**src/rtl/pdr_ram.sv**
```systemverilog
// ----------------------------------------------------------------------------
// pdr_ram
// Simple dual-port RAM: one write port, one read port, registered read.
// A read of the address being written returns the old contents.
// ----------------------------------------------------------------------------
module pdr_ram #(
  parameter int unsigned WIDTH = 8,
  parameter int unsigned DEPTH = 256,
  localparam int unsigned AW = $clog2(DEPTH)
) (
  input  logic             clk_i,
  input  logic             we_i,
  input  logic [AW-1:0]    waddr_i,
  input  logic [WIDTH-1:0] wdata_i,
  input  logic             re_i,
  input  logic [AW-1:0]    raddr_i,
  output logic [WIDTH-1:0] rdata_o
);

  logic [WIDTH-1:0] mem_q [DEPTH];
  logic [WIDTH-1:0] rdata_q;

  always_ff @(posedge clk_i) begin
    if (we_i) begin
      mem_q[waddr_i] <= wdata_i;
    end
    if (re_i) begin
      rdata_q <= mem_q[raddr_i];
    end
  end

  assign rdata_o = rdata_q;

endmodule

```
**config.mk**
```make
export PLATFORM = sky130hd
export DESIGN_NAME = pdr_ram
export DESIGN_NICKNAME = d
export VERILOG_FILES = /design/src/rtl/pdr_ram.sv
export SDC_FILE = /design/constraint.sdc
export NUM_CORES = 2
export LEC_CHECK = 0
export ABC_AREA = 1
export BUFFER_PORTS_ARGS = -buffer_cell sky130_fd_sc_hd__buf_2
export CORE_MARGIN = 4
export CORE_UTILIZATION = 25
export DETAILED_ROUTE_END_ITERATION = 8
export PLACE_DENSITY = 0.36
export REMOVE_ABC_BUFFERS = 1
export SKIP_LAST_GASP = 1
export SLEW_MARGIN = 15
export SYNTH_ARGS = -nofsm -noshare
export SYNTH_HDL_FRONTEND = slang
export SYNTH_SLANG_ARGS = --single-unit
```
**constraint.sdc**
```tcl
create_clock -name clk_i -period 2.36 [get_ports clk_i]
set_clock_uncertainty 0.1 [all_clocks]
set_input_delay 0.354 -clock clk_i [delete_from_list [all_inputs] [get_ports clk_i]]
set_output_delay 0.354 -clock clk_i [all_outputs]
set_load 0.005 [all_outputs]
```
==> impl_results.md <==
- Core footprint: 331000 um^2
- Crit path kind: in -> reg
- Final Setup Violations: 1
- Initial Util: 25.2%
- Pin count of the biggest net entering global routing: 86
- Slew margin rel.: 46.2%
- Critical path data required time: 2870 ps
- VDD IR max: 0.722 mV
- Final WS setup: -55.6 ps
- Final Critical Period: 2420 ps
- Clock tree from TritonCTS: yes
- Hold depth: 5
- Global route overflow: 0
- Distinct cells, synth: 13
- CP peak stage delay: 260 ps
- CP startpoint: raddr_i[0]
- Clock sink count: 2056
- CTS Buf Count: 241
- Crit end category: flip-flop
- Warnings, synthesis: 0
- Placed Cells: 11800
- Detail Route Antenna Nets: 0
- Post-layout net count: 7674
- Syn Area/Cell: 11.9 um^2
- Reg2reg start: mem_q[241][5]$_DFFE_PP_
- Logic depth of the worst path, buffers included: 15
- Register area: 61700 um^2
- Multi-input logic area: 19200 um^2
- Via count: 56400
- Least-Margin Pin Slew: 806 ps
- Violated checks: setup timing
- Crit-path most repeated cell: nand3_1
- Overall Global Routing Usage: 16.9%
- Max-Cap Viols: 0
- Worst-path fanout max: 48
- Crit path max-delay family: simple AND/OR/NAND/NOR gates
- Startpoint Class: input pin
- Most common cell after layout, fill and taps aside: nand2_1
- Ranking of synthesized cells by area: edfxtp_1 74%, nand3_1 12%, nand2_1 9.5%, buf_2 1.6%, nor2_1 1.3%
- R2R depth: 13
- Fmax: 414 MHz
- Outcome: finished with violations
- DRC: 0
- Area leader, netlist: edfxtp_1
- Post-route cell area: 103000 um^2
- Dpl cell area: 95300 um^2
- Critical Path AT: 2920 ps
- Final Total Pwr: 81900 uW
- IO buf count: 34
- CTS clk-pin slew, worst paths: 60 ps
- DR WL/cell: 24.2 um
- Fill count: 33300
- Setup tns final: -55.6 ps
- Clock Path Buffers: 4
- Non-filler cells, final: 12200
- Syn Inst Count: 7003
- Final period util: 102%
- Via density: 4.62
- Die area: 343000 um^2
- Crit path cell chain: buf_8, clkinv_16, buf_12, buf_12, nand2_1, nand3_1, nand3_1, nand3_1, nand3_1, nand3_1, nand3_1, buf_4, nand2_1, nand2_1, nand2_1
- Pre-antenna DRT Iters: 7
- DRT Wirelength: 296000 um
- Crit path to: rdata_o[5]$_DFFE_PP_
- Initial DRC Count: 4532
- H-tree levels: 4
- Final Hold Vio Count: 0
- Synthesis-stage register bit count: 2056
- Share of cells above drive strength 1: 15.5%
- Slew Limit Fails: 0
- Vias in the first global route: 56500
- Synth top area share: 74.0%
- Buf/Inv on CP: 5
- Seq/Total Area, Yosys: 74.0%
- IO Count: 35
- Leakage power: 0.0364 uW
- First-pass GRT wire length: 425000 um
- Slowest cell on the critical path: nand3_1
- Placer Congestion: 0.839
- Root Driver: clkbuf_16
- Reg2reg setup slack: -20 ps
- Pwr per Cell Area: 795 nW/um^2
- Row count: 211
- HP Class: in -> reg
- Most frequent cells in the layout: 2105 x nand2_1, 2056 x edfxtp_1, 2016 x nand3_1
- Mapped Area: 83500 um^2
- Die width: 586 um
- Worst skew pair latency: 910 ps
- Initial antenna violation count: 22
- Worst R2R End: rdata_o[5]$_DFFE_PP_
- Die H: 586 um
- Area grow syn2layout: 23.3%
- Dpl hpwl: 191000 um
- RSZ-0062 raised after global routing: yes
-- layout make-up --
type | count | share of cell area, %
sequential | 2056 | 60.0
multi-input combinational | 4425 | 18.6
timing repair buffer | 883 | 8.63
clock buffer | 306 | 6.14
tap | 4366 | 5.31
clock inverter | 127 | 1.08
inverter | 39 | 0.188
antenna | 16 | 0.0389
timing repair inverter | 1 | 0.0109
-- cell usage after synthesis (all sizes together) --
| master | count |
|---|---|
| nand2 | 2123 |
| edfxtp | 2056 |
| nand3 | 2019 |
| buf | 371 |
| nor2 | 283 |
| clkbuf | 112 |
| inv | 39 |
-- timing repair --
item	4_1_cts	5_1_grt
buffers inserted	0	0
cloned	0	1
hold buffers	10	0
hold endpoints to repair	1273	0
endpoints found under the setup margin	2	4
gates resized for setup	2	5
-- worst min-delay path: cells and delay by family --
kind / cells / cell delay (ps)
buffers and inverters: 2 / 360
and+or+nand+nor: 3 / 250
-- sequential cells by signal (all words and copies together), names as in the netlist --
register / cells
mem_q: 2048
rdata_o: 8
-- through the flow --
stage | utilization (%) | hold slack, ps | worst slack (ps)
after floorplan | - | 353 | -3820
after global placement | 28.8 | 625 | -1000
after detailed placement | 28.8 | 627 | -1030
after CTS | 31.0 | 79.9 | -99.8
after global routing | 31.1 | 143 | -85.7
final | 31.1 | 165 | -55.6
-- layer usage --
| metal | global-route usage, % | share of wire [%] | vias to the layer above |
|---|---|---|---|
| met5 | 0 | 0 | - |
| met4 | 4.56 | 2.6 | 0 |
| met3 | 1.89 | 4.1 | 380 |
| met2 | 27.6 | 47 | 1238 |
| met1 | 23.9 | 46 | 28500 |
| li1 | - | - | 26200 |
-- cell families after synthesis --
kind of cell           Yosys count  synth area share (%)
buffers and inverters          522                  3.12
DFF                           2056                  74.0
and+or+nand+nor               4425                  22.9
-- worst min path at each step --
stage,from,end
after floorplan,wdata_i[0],mem_q[0][0]$_DFFE_PP_
after global placement,wdata_i[3],mem_q[72][3]$_DFFE_PP_
after detailed placement,wdata_i[6],mem_q[134][6]$_DFFE_PP_
after CTS,raddr_i[6],rdata_o[2]$_DFFE_PP_
after global routing,raddr_i[6],rdata_o[2]$_DFFE_PP_
final,waddr_i[7],mem_q[30][7]$_DFFE_PP_
-- power breakdown --
part / internal [uW] / switching [uW] / leakage (uW)
Clock: 20300 / 15400 / 0.00361
Sequential: 40300 / 58.3 / 0.0185
Combinational: 1840 / 4060 / 0.0144
(Power assumes the default switching activity.)
